--- src/odf_pkg.sv ---
package odf_pkg;

  localparam int unsigned DIST_W     = 10;
  localparam int unsigned SPEED_W    = 7;
  localparam int unsigned CMD_W      = 8;
  localparam int unsigned LINE_W     = 3;
  localparam int unsigned TICK_W     = 32;
  localparam int unsigned CFG_IDX_W  = 4;
  localparam int unsigned CFG_DATA_W = 10;

  localparam logic [TICK_W-1:0]  HOLD_TICKS = TICK_W'(200);
  localparam logic [TICK_W-1:0]  TURN_TICKS = TICK_W'(300);
  localparam logic [SPEED_W-1:0] SPEED_MAX  = SPEED_W'(100);

  typedef enum logic [1:0] {
    MODE_RUN  = 2'd0,
    MODE_SLOW = 2'd1,
    MODE_BACK = 2'd2,
    MODE_TURN = 2'd3
  } mode_e;

  typedef enum logic [2:0] {
    MOT_NONE = 3'd0,
    MOT_FWD  = 3'd1,
    MOT_BACK = 3'd2,
    MOT_STOP = 3'd3,
    MOT_CW   = 3'd4,
    MOT_CCW  = 3'd5,
    MOT_LINE = 3'd6,
    MOT_CMD  = 3'd7
  } motion_e;

  typedef enum logic [CFG_IDX_W-1:0] {
    CFG_DANGER_CM    = 4'd0,
    CFG_BACK_CM      = 4'd1,
    CFG_SLOW_CM      = 4'd2,
    CFG_SAFE_CM      = 4'd3,
    CFG_CRUISE_SPEED = 4'd4,
    CFG_SLOW_SPEED   = 4'd5,
    CFG_BACK_SPEED   = 4'd6,
    CFG_TURN_SPEED   = 4'd7
  } cfg_idx_e;

  typedef struct packed {
    logic [DIST_W-1:0]  danger_cm;
    logic [DIST_W-1:0]  back_cm;
    logic [DIST_W-1:0]  slow_cm;
    logic [DIST_W-1:0]  safe_cm;
    logic [SPEED_W-1:0] cruise_speed;
    logic [SPEED_W-1:0] slow_speed;
    logic [SPEED_W-1:0] back_speed;
    logic [SPEED_W-1:0] turn_speed;
  } cfg_t;

  // Clamp a speed register to 100 percent.
  function automatic logic [SPEED_W-1:0] sat_speed(input logic [SPEED_W-1:0] s);
    return (s > SPEED_MAX) ? SPEED_MAX : s;
  endfunction

endpackage

--- src/odf_if.sv ---
interface odf_in_if;
  logic                         valid;
  logic                         ready;
  logic                         command_valid;
  logic [odf_pkg::CMD_W-1:0]    command;
  logic [odf_pkg::DIST_W-1:0]   distance_cm;
  logic [odf_pkg::LINE_W-1:0]   line_bits;
  logic [odf_pkg::TICK_W-1:0]   now_tick;

  modport source (output valid, command_valid, command, distance_cm, line_bits, now_tick,
                  input ready);
  modport sink (input valid, command_valid, command, distance_cm, line_bits, now_tick,
                output ready);
endinterface

interface odf_out_if;
  logic                         valid;
  logic                         ready;
  logic [2:0]                   motion;
  logic [odf_pkg::SPEED_W-1:0]  speed;
  logic                         speed_set;
  logic [odf_pkg::LINE_W-1:0]   line_out;
  logic [odf_pkg::CMD_W-1:0]    command_out;
  logic [1:0]                   mode_out;

  modport source (output valid, motion, speed, speed_set, line_out, command_out, mode_out,
                  input ready);
  modport sink (input valid, motion, speed, speed_set, line_out, command_out, mode_out,
                output ready);
endinterface

interface odf_cfg_if;
  logic                            valid;
  logic                            ready;
  logic [odf_pkg::CFG_IDX_W-1:0]   index;
  logic [odf_pkg::CFG_DATA_W-1:0]  data;

  modport source (output valid, index, data, input ready);
  modport sink (input valid, index, data, output ready);
endinterface

--- src/odf_cfg_regs.sv ---
module odf_cfg_regs (
  input  logic          clk_i,
  input  logic          rst_ni,
  odf_cfg_if.sink       cfg_i,
  output odf_pkg::cfg_t cfg_o
);

  odf_pkg::cfg_t cfg_q, cfg_d;
  logic          wr;

  assign cfg_i.ready = 1'b1;
  assign wr          = cfg_i.valid & cfg_i.ready;

  // Keep the low bits of the data; drop writes beyond the register list.
  always_comb begin
    cfg_d = cfg_q;
    if (wr) begin
      unique case (cfg_i.index)
        odf_pkg::CFG_DANGER_CM:    cfg_d.danger_cm    = cfg_i.data[odf_pkg::DIST_W-1:0];
        odf_pkg::CFG_BACK_CM:      cfg_d.back_cm      = cfg_i.data[odf_pkg::DIST_W-1:0];
        odf_pkg::CFG_SLOW_CM:      cfg_d.slow_cm      = cfg_i.data[odf_pkg::DIST_W-1:0];
        odf_pkg::CFG_SAFE_CM:      cfg_d.safe_cm      = cfg_i.data[odf_pkg::DIST_W-1:0];
        odf_pkg::CFG_CRUISE_SPEED: cfg_d.cruise_speed = cfg_i.data[odf_pkg::SPEED_W-1:0];
        odf_pkg::CFG_SLOW_SPEED:   cfg_d.slow_speed   = cfg_i.data[odf_pkg::SPEED_W-1:0];
        odf_pkg::CFG_BACK_SPEED:   cfg_d.back_speed   = cfg_i.data[odf_pkg::SPEED_W-1:0];
        odf_pkg::CFG_TURN_SPEED:   cfg_d.turn_speed   = cfg_i.data[odf_pkg::SPEED_W-1:0];
        default: ;
      endcase
    end
  end

  always_ff @(posedge clk_i or negedge rst_ni) begin
    if (!rst_ni) begin
      cfg_q.danger_cm    <= odf_pkg::DIST_W'(5);
      cfg_q.back_cm      <= odf_pkg::DIST_W'(7);
      cfg_q.slow_cm      <= odf_pkg::DIST_W'(15);
      cfg_q.safe_cm      <= odf_pkg::DIST_W'(30);
      cfg_q.cruise_speed <= odf_pkg::SPEED_W'(70);
      cfg_q.slow_speed   <= odf_pkg::SPEED_W'(40);
      cfg_q.back_speed   <= odf_pkg::SPEED_W'(50);
      cfg_q.turn_speed   <= odf_pkg::SPEED_W'(60);
    end else begin
      cfg_q <= cfg_d;
    end
  end

  assign cfg_o = cfg_q;

endmodule

--- src/obstacle_avoid_drive_fsm.sv ---
// Obstacle-avoiding drive controller.
// item_i carries one control tick: an optional remote command, the ultrasonic
// distance, the three line-sensor bits and the free-running tick time.
// result_o returns exactly one item per tick: motion code, speed with its
// set flag, line bits for the line follower, command code for the command
// interpreter, and the drive mode left after the tick.
// cfg_i writes the four distance thresholds and four speed registers
// (index 0..7); other indexes are accepted and dropped. Write only while idle.
// An accepted item lands in the input register, then its result moves into
// the result register once that is free, which drives result_o.
// Throughput: one item per cycle while result_o is not stalled; the mode,
// entry time and turn direction update at the same edge that loads the
// result register, so the next item in the input register already sees the
// new state.
// Reset clears mode to run, entry time and turn direction to zero, loads the
// register defaults and empties both pipeline registers.
// When the receiver stalls, the result register holds and the input register
// holds once it is full; item_i.ready drops only when both are occupied and
// result_o.ready is low.
module obstacle_avoid_drive_fsm (
  input  logic      clk_i,
  input  logic      rst_ni,
  odf_in_if.sink    item_i,
  odf_out_if.source result_o,
  odf_cfg_if.sink   cfg_i
);

  odf_pkg::cfg_t cfg;

  odf_cfg_regs u_cfg (
    .clk_i  (clk_i),
    .rst_ni (rst_ni),
    .cfg_i  (cfg_i),
    .cfg_o  (cfg)
  );

  // Input register.
  logic                         in_vld_q;
  logic                         cmd_vld_q;
  logic [odf_pkg::CMD_W-1:0]    cmd_q;
  logic [odf_pkg::DIST_W-1:0]   dist_q;
  logic [odf_pkg::LINE_W-1:0]   line_q;
  logic [odf_pkg::TICK_W-1:0]   now_q;

  // Result register.
  logic                         out_vld_q;
  odf_pkg::motion_e             motion_q, motion_d;
  logic [odf_pkg::SPEED_W-1:0]  speed_q, speed_d;
  logic                         sset_q, sset_d;
  logic [odf_pkg::LINE_W-1:0]   lout_q, lout_d;
  logic [odf_pkg::CMD_W-1:0]    cout_q, cout_d;

  // Controller state.
  odf_pkg::mode_e               mode_q, mode_d;
  logic [odf_pkg::TICK_W-1:0]   enter_q, enter_d;
  logic                         dir_q, dir_d;

  logic                         out_free;
  logic                         advance;
  logic                         take_in;
  logic [odf_pkg::TICK_W-1:0]   elapsed;
  logic                         hold_done;
  logic                         turn_due;

  // Advance the input register into the result register when the latter is
  // empty or being drained this cycle.
  assign out_free     = ~out_vld_q | result_o.ready;
  assign advance      = in_vld_q & out_free;
  assign item_i.ready = ~in_vld_q | out_free;
  assign take_in      = item_i.valid & item_i.ready;

  // Wrapping elapsed time since the last mode entry or turn pulse.
  assign elapsed   = now_q - enter_q;
  assign hold_done = elapsed >= odf_pkg::HOLD_TICKS;
  assign turn_due  = elapsed >= odf_pkg::TURN_TICKS;

  always_comb begin
    mode_d   = mode_q;
    enter_d  = enter_q;
    dir_d    = dir_q;
    motion_d = odf_pkg::MOT_NONE;
    speed_d  = '0;
    sset_d   = 1'b0;
    lout_d   = '0;
    cout_d   = '0;

    if (cmd_vld_q) begin
      // A remote command wins: pass it out and fall back to run mode.
      motion_d = odf_pkg::MOT_CMD;
      cout_d   = cmd_q;
      mode_d   = odf_pkg::MODE_RUN;
    end else begin
      unique case (mode_q)
        odf_pkg::MODE_RUN: begin
          if (dist_q < cfg.danger_cm) begin
            motion_d = odf_pkg::MOT_STOP;
            mode_d   = odf_pkg::MODE_TURN;
            enter_d  = now_q;
          end else if (dist_q < cfg.back_cm) begin
            motion_d = odf_pkg::MOT_BACK;
            speed_d  = odf_pkg::sat_speed(cfg.back_speed);
            sset_d   = 1'b1;
            mode_d   = odf_pkg::MODE_BACK;
            enter_d  = now_q;
          end else if (dist_q < cfg.slow_cm) begin
            motion_d = odf_pkg::MOT_FWD;
            speed_d  = odf_pkg::sat_speed(cfg.slow_speed);
            sset_d   = 1'b1;
            mode_d   = odf_pkg::MODE_SLOW;
            enter_d  = now_q;
          end else begin
            motion_d = odf_pkg::MOT_LINE;
            speed_d  = odf_pkg::sat_speed(cfg.cruise_speed);
            sset_d   = 1'b1;
            lout_d   = line_q;
          end
        end
        odf_pkg::MODE_SLOW: begin
          motion_d = odf_pkg::MOT_FWD;
          speed_d  = odf_pkg::sat_speed(cfg.slow_speed);
          sset_d   = 1'b1;
          if (dist_q >= cfg.slow_cm && hold_done) begin
            mode_d = odf_pkg::MODE_RUN;
          end else if (dist_q < cfg.back_cm) begin
            mode_d  = odf_pkg::MODE_BACK;
            enter_d = now_q;
          end
        end
        odf_pkg::MODE_BACK: begin
          motion_d = odf_pkg::MOT_BACK;
          speed_d  = odf_pkg::sat_speed(cfg.back_speed);
          sset_d   = 1'b1;
          if (dist_q >= cfg.back_cm && hold_done) begin
            mode_d  = odf_pkg::MODE_SLOW;
            enter_d = now_q;
          end else if (dist_q >= cfg.safe_cm) begin
            mode_d = odf_pkg::MODE_RUN;
          end
        end
        odf_pkg::MODE_TURN: begin
          // Flip rotation once per turn pulse; leave only when clearly free.
          if (turn_due) begin
            dir_d    = ~dir_q;
            motion_d = dir_d ? odf_pkg::MOT_CW : odf_pkg::MOT_CCW;
            speed_d  = odf_pkg::sat_speed(cfg.turn_speed);
            sset_d   = 1'b1;
            enter_d  = now_q;
            if (dist_q > cfg.safe_cm) begin
              mode_d = odf_pkg::MODE_RUN;
            end
          end
        end
        default: ;
      endcase
    end
  end

  // Control: pipeline valids and controller state.
  always_ff @(posedge clk_i or negedge rst_ni) begin
    if (!rst_ni) begin
      in_vld_q  <= 1'b0;
      out_vld_q <= 1'b0;
      mode_q    <= odf_pkg::MODE_RUN;
      enter_q   <= '0;
      dir_q     <= 1'b0;
    end else begin
      if (item_i.ready) begin
        in_vld_q <= item_i.valid;
      end
      if (out_free) begin
        out_vld_q <= in_vld_q;
      end
      if (advance) begin
        mode_q  <= mode_d;
        enter_q <= enter_d;
        dir_q   <= dir_d;
      end
    end
  end

  // Payload: input register loads on acceptance, result register on advance.
  always_ff @(posedge clk_i) begin
    if (take_in) begin
      cmd_vld_q <= item_i.command_valid;
      cmd_q     <= item_i.command;
      dist_q    <= item_i.distance_cm;
      line_q    <= item_i.line_bits;
      now_q     <= item_i.now_tick;
    end
    if (advance) begin
      motion_q <= motion_d;
      speed_q  <= speed_d;
      sset_q   <= sset_d;
      lout_q   <= lout_d;
      cout_q   <= cout_d;
    end
  end

  // The mode field of a result is the mode left by that item, which is the
  // state register right after it advanced; hold it alongside the result.
  logic [1:0] mode_out_q;
  always_ff @(posedge clk_i) begin
    if (advance) begin
      mode_out_q <= mode_d;
    end
  end

  assign result_o.valid       = out_vld_q;
  assign result_o.motion      = motion_q;
  assign result_o.speed       = speed_q;
  assign result_o.speed_set   = sset_q;
  assign result_o.line_out    = lout_q;
  assign result_o.command_out = cout_q;
  assign result_o.mode_out    = mode_out_q;

endmodule

--- src/flat_wrapper.sv ---
// flat-port wrapper written by rule: the top's interface ports become plain ports
module obstacle_avoid_drive_fsm_flat 
  (clk_i, rst_ni, item_i_valid, item_i_command_valid, item_i_command, item_i_distance_cm, item_i_line_bits, item_i_now_tick, item_i_ready, result_o_valid, result_o_motion, result_o_speed, result_o_speed_set, result_o_line_out, result_o_command_out, result_o_mode_out, result_o_ready, cfg_i_valid, cfg_i_index, cfg_i_data, cfg_i_ready);
  odf_in_if item_i_i ();
  odf_out_if result_o_i ();
  odf_cfg_if cfg_i_i ();
  input  logic clk_i;
  input  logic rst_ni;
  input wire logic [$bits(item_i_i.valid)-1:0] item_i_valid;
  input wire logic [$bits(item_i_i.command_valid)-1:0] item_i_command_valid;
  input wire logic [$bits(item_i_i.command)-1:0] item_i_command;
  input wire logic [$bits(item_i_i.distance_cm)-1:0] item_i_distance_cm;
  input wire logic [$bits(item_i_i.line_bits)-1:0] item_i_line_bits;
  input wire logic [$bits(item_i_i.now_tick)-1:0] item_i_now_tick;
  output wire logic [$bits(item_i_i.ready)-1:0] item_i_ready;
  output wire logic [$bits(result_o_i.valid)-1:0] result_o_valid;
  output wire logic [$bits(result_o_i.motion)-1:0] result_o_motion;
  output wire logic [$bits(result_o_i.speed)-1:0] result_o_speed;
  output wire logic [$bits(result_o_i.speed_set)-1:0] result_o_speed_set;
  output wire logic [$bits(result_o_i.line_out)-1:0] result_o_line_out;
  output wire logic [$bits(result_o_i.command_out)-1:0] result_o_command_out;
  output wire logic [$bits(result_o_i.mode_out)-1:0] result_o_mode_out;
  input wire logic [$bits(result_o_i.ready)-1:0] result_o_ready;
  input wire logic [$bits(cfg_i_i.valid)-1:0] cfg_i_valid;
  input wire logic [$bits(cfg_i_i.index)-1:0] cfg_i_index;
  input wire logic [$bits(cfg_i_i.data)-1:0] cfg_i_data;
  output wire logic [$bits(cfg_i_i.ready)-1:0] cfg_i_ready;
  assign item_i_i.valid = item_i_valid;
  assign item_i_i.command_valid = item_i_command_valid;
  assign item_i_i.command = item_i_command;
  assign item_i_i.distance_cm = item_i_distance_cm;
  assign item_i_i.line_bits = item_i_line_bits;
  assign item_i_i.now_tick = item_i_now_tick;
  assign item_i_ready = item_i_i.ready;
  assign result_o_valid = result_o_i.valid;
  assign result_o_motion = result_o_i.motion;
  assign result_o_speed = result_o_i.speed;
  assign result_o_speed_set = result_o_i.speed_set;
  assign result_o_line_out = result_o_i.line_out;
  assign result_o_command_out = result_o_i.command_out;
  assign result_o_mode_out = result_o_i.mode_out;
  assign result_o_i.ready = result_o_ready;
  assign cfg_i_i.valid = cfg_i_valid;
  assign cfg_i_i.index = cfg_i_index;
  assign cfg_i_i.data = cfg_i_data;
  assign cfg_i_ready = cfg_i_i.ready;
  obstacle_avoid_drive_fsm u_core (.clk_i(clk_i), .rst_ni(rst_ni), .item_i(item_i_i), .result_o(result_o_i), .cfg_i(cfg_i_i));
endmodule
--- config.mk ---
export PLATFORM = sky130hd
export DESIGN_NAME = obstacle_avoid_drive_fsm_flat
export DESIGN_NICKNAME = d
export VERILOG_FILES = /design/src/odf_pkg.sv /design/src/odf_if.sv /design/src/odf_cfg_regs.sv /design/src/obstacle_avoid_drive_fsm.sv /design/src/flat_wrapper.sv
export SDC_FILE = /design/constraint.sdc
export NUM_CORES = 1
export LEC_CHECK = 0
export BUFFER_PORTS_ARGS = -buffer_cell sky130_fd_sc_hd__clkbuf_2
export CAP_MARGIN = 5
export CELL_PAD_IN_SITES_DETAIL_PLACEMENT = 2
export CELL_PAD_IN_SITES_GLOBAL_PLACEMENT = 2
export CORE_AREA = 4 4 116 229
export CTS_BUF_LIST = sky130_fd_sc_hd__clkbuf_8
export DETAILED_ROUTE_END_ITERATION = 7
export DIE_AREA = 0 0 120 233
export GPL_TIMING_DRIVEN = 0
export HOLD_SLACK_MARGIN = 0.05
export PLACE_DENSITY = 0.95
export SYNTH_ARGS = -nofsm -noshare
export SYNTH_HDL_FRONTEND = slang
export SYNTH_SLANG_ARGS = --single-unit
--- constraint.sdc ---
create_clock -name clk_i -period 8.2 [get_ports clk_i]
set_input_delay 1.64 -clock clk_i [delete_from_list [all_inputs] [get_ports clk_i]]
set_output_delay 1.64 -clock clk_i [all_outputs]
set_load 0.01 [all_outputs]
==> key figures <==
Floorplanning
  • Die footprint: 28,000 µm²
  • I/O pins: 100
  • Rows: 82
  • Initial Utilization: 0.434
  • Chip Height: 233 µm
  • Core area: 24,900 µm²
  • Die W: 120 µm

Synth
  • Asr flop ratio synth: 0.574
  • Cell taking the most area after synthesis: edfxtp_1
  • Post-Syn Instances: between 1,000 and 1,500
  • Synth Area in Adders: 0.0886
  • Number of synthesized register bits: between 150 and 200
  • Area contributors post-synth: edfxtp_1, dfrtp_1, ha_1
  • Mapped Nets: about 1,200
  • Synth Warn #: 0
  • Post-Synth Simple-Gate Area: 0.130
  • Synth Area in XOR/XNOR: 0.00890
  • Synth top area share: 0.216
  • Register area share after synthesis: 0.462
  • List of most frequent post-synthesis cells: inv_1, dfrtp_1, edfxtp_1
  • Main combinational cell family by area after synthesis: compound AO/OA/AOI/OAI gates
  • Synthesized area per cell: 10.6 µm²
  • Ys flop type: dfrtp_1
  • Compound-gate portion of the synthesized area: 0.158
  • Syn Std Cell Area: 10,800 µm²
  • Multiplexer share of the synthesized area: 0.107
  • Post-synth EDFFs: 78
  • Count leader, synth: inv_1
  • Synth cell types: 69

Power
  • Leak: 5.31 nW
  • PwrDens: 337 nW/µm²
  • Power, Total: 4.09 mW
  • Max VDD drop: 0.000149 V

Placement
  • Placed cell area: between 10,000 and 15,000 µm²
  • Dpl cells: 1,456
  • Hpwl dp: 29,000 µm
  • Count of input and output buffers: 98
  • RD Place Congestion: 0.924

Clock network
  • CTS Sinks: 183
  • # hold bufs at CTS: 0
  • Clk Tree Root Cell: clkbuf_8
  • CTS buffer count: 17
  • H-Tree Depth: 4
  • Setup Fix Bufs, Post-CTS: 0
  • Clock transition at the registers of the reported paths: around 0.1 ns
  • CTS tree: yes
  • CTS Buffer Depth: 2
  • Post-CTS resize count: 0
  • Clk_lat worst skew: 0.52 ns

Finish
  • Nets: 1,288
  • Fin cells: 1,488
  • Fill count: 2,560
  • Number of diodes: 0
  • Reg area: 5000 µm²
  • Area of the multi-input gates: between 5000 and 6000 µm²
  • Final Cell Area: around 12,000 µm²
  • Final Core Density: 0.488
  • Share of cells above drive strength 1: 0.238
  • Layout area overhead: 12.3%

Worst setup path
  • Crit path arrival time: 5.73 ns
  • Max stage delay on crit path: 0.67 ns
  • Cells along the critical path: inv_1 > ha_1 > clkbuf_1 > a21oi_1 > o21a_1 > o2bb2ai_1 > nor4_1 > o21ai_0 > or4_1 > or4_4 > o31ai_1 > nor2_1 > a311o_1
  • Worst reg2reg path endpoint: u_core.result_o.motion[2]$_SDFFCE_PP1P_
  • CP Launch Type: flop
  • CP Capture Type: flop
  • Slowest CP cell: o31ai_1
  • Crit-path max FO: 10
  • Worst path required time: 8.47 ns
  • FF-to-FF Start: u_core.enter_q[15]$_DFFE_PN0P_
  • Worst R2R Setup Slack: between 2 and 3 ns
  • Worst Path Class, Setup: flop to flop
  • R2R depth: 13

Global route
  • First-pass GRT wire length: 58,100 µm
  • Largest net degree at the start of global routing: 106
  • Vias in the first global route: 10,482
  • Initial antenna violation count: 0
  • Total grt overflow: 0
  • GRT Overall Usage: 0.274

Timing
  • Worst Max-Slew Pin Slew: about 1.4 ns
  • Setup TNS: 0 ns
  • Max Slew Vio Count: 0
  • Max-Slew Margin vs Limit: 0.0895
  • Final-report setup violation count: 0
  • Clock skew: between 0.01 and 0.015 ns
  • Hold Vio Cnt, Final: 0
  • F_max: 0.183 GHz
  • Period utilization: 0.666
  • Crit path time final: 5.46 ns
  • RSZ-0062 raised after global routing: no

Hold path
  • Hold wc startpoint: u_core.u_cfg.cfg_o[62]$_DFFE_PN0P_
  • Hold Crit Class: flop to flop
  • Worst Hold Depth: 1
  • Hold EP: u_core.u_cfg.cfg_o[62]$_DFFE_PN0P_

Route
  • WL final: 37,600 µm
  • # DRC: 0
  • WL/cell: 25.3 µm
  • Post-DR vias/cell: 5.97
  • Vias: 8,880
  • Detail Route Antenna Nets: 0
  • Initial DRC count: roughly 460
  • DRT Pass-1 Iters: 4

Run status
  • Status: complete, no violations

Flow run
  • Maxcap violations: 0
cell type report:
class	count	area share
clock buffer	19	0.0215
multi-input combinational	713	0.438
sequential	183	0.411
tap	336	0.0346
buffer	35	0.0138
clock inverter	13	0.0101
timing repair buffer	100	0.0431
inverter	89	0.0275
sequential cells by signal (all words and copies together) (netlist names):
signal / flops
u_core.result_o.valid: 1
u_core.dist_q: 10
u_core.result_o.speed_set: 1
u_core.result_o.motion: 3
u_core.cmd_q: 8
u_core.cmd_vld_q: 1
u_core.result_o.mode_out: 2
u_core.enter_q: 32
u_core.line_q: 3
u_core.result_o.command_out: 8
u_core.u_cfg.cfg_o: 68
u_core.now_q: 32
u_core.in_vld_q: 1
u_core.mode_q: 2
u_core.result_o.line_out: 3
u_core.dir_q: 1
u_core.result_o.speed: 7
where the power goes:
| group | total, mW | switching [mW] | leakage (nW) | internal [mW] |
|---|---|---|---|---|
| combinational | 2.13 | 1.33 | 3.13 | 0.798 |
| sequential | 1.35 | 0.152 | 1.98 | 1.19 |
| clock | 0.617 | 0.357 | 0.195 | 0.260 |
| total | 4.09 | 1.84 | 5.31 | 2.25 |
critical path, delay by kind of cell, from the launching register on:
| family | cells | cell delay (ns) |
|---|---|---|
| DFF | 1 | 0.37 |
| adders and majority gates | 1 | 0.29 |
| and+or+nand+nor | 4 | 2.03 |
| buffers and inverters | 2 | 0.30 |
| AOI/OAI and AO/OA | 6 | 2.22 |
layout by cell type, fill, tap and decap left out, types with 12 or more instances in the layout:
cell	synthesis	routed
nand2_1	74	74
nand3_1	19	19
ha_1	75	75
clkbuf_1	22	22
o21ai_0	69	69
and2_1	20	19
nand2b_1	15	15
a21oi_1	62	62
dfrtp_1	80	80
o211ai_1	12	12
nor2_1	51	51
clkbuf_2	0	97
dfstp_2	25	25
mux2_4	29	29
nand4_1	18	18
nor3_1	13	13
mux2_2	62	62
inv_1	89	91
clkbuf_8	0	20
a21o_1	30	30
edfxtp_1	78	78
per-layer routing:
metal	vias up	wire length, µm	track usage
met4	0	2950	0.206
met5	-	0	0
li1	3969	-	-
met1	4509	11800	0.236
met2	236	21800	0.544
met3	166	979	0.0426
kinds of logic (layout without fill, tap and decap cells):
| group | count (synthesis) | in the layout |
|---|---|---|
| AND/OR/NAND/NOR | 267 | 267 |
| AO/OA/AOI/OAI | 265 | 265 |
| flip-flops | 183 | 183 |
| buffers and inverters | 124 | 256 |
| multiplexers | 93 | 93 |
| adder cells (fa/ha/maj) | 76 | 76 |
| XOR/XNOR | 11 | 11 |
| other | 1 | 1 |
through the flow:
| step | worst slack (ns) | hold slack (ns) |
|---|---|---|
| 3_3_place_gp | 2.20 | 0.476 |
| 2_1_floorplan | 3.67 | 0.457 |
| 5_1_grt | 2.47 | 0.543 |
| 6_report | 2.74 | 0.519 |
| 3_5_place_dp | 2.87 | 0.498 |
| 4_1_cts | 2.77 | 0.523 |
worst max path at each step:
| stage | to | slack (ns) | startpoint |
|---|---|---|---|
| floorplan | u_core.result_o.motion[2]$_SDFFCE_PP1P_ | 3.67 | u_core.enter_q[0]$_DFFE_PN0P_ |
| global placement | u_core.result_o.motion[2]$_SDFFCE_PP1P_ | 2.20 | u_core.now_q[0]$_DFFE_PP_ |
| global route | u_core.result_o.motion[2]$_SDFFCE_PP1P_ | 2.47 | u_core.enter_q[15]$_DFFE_PN0P_ |
| finish | u_core.result_o.motion[2]$_SDFFCE_PP1P_ | 2.74 | u_core.enter_q[15]$_DFFE_PN0P_ |
| CTS | u_core.result_o.speed[3]$_SDFFCE_PP0P_ | 2.77 | u_core.now_q[0]$_DFFE_PP_ |
| detailed placement | u_core.result_o.speed[3]$_SDFFCE_PP0P_ | 2.87 | u_core.now_q[0]$_DFFE_PP_ |
No activity file was read; power rests on OpenSTA's default activity.
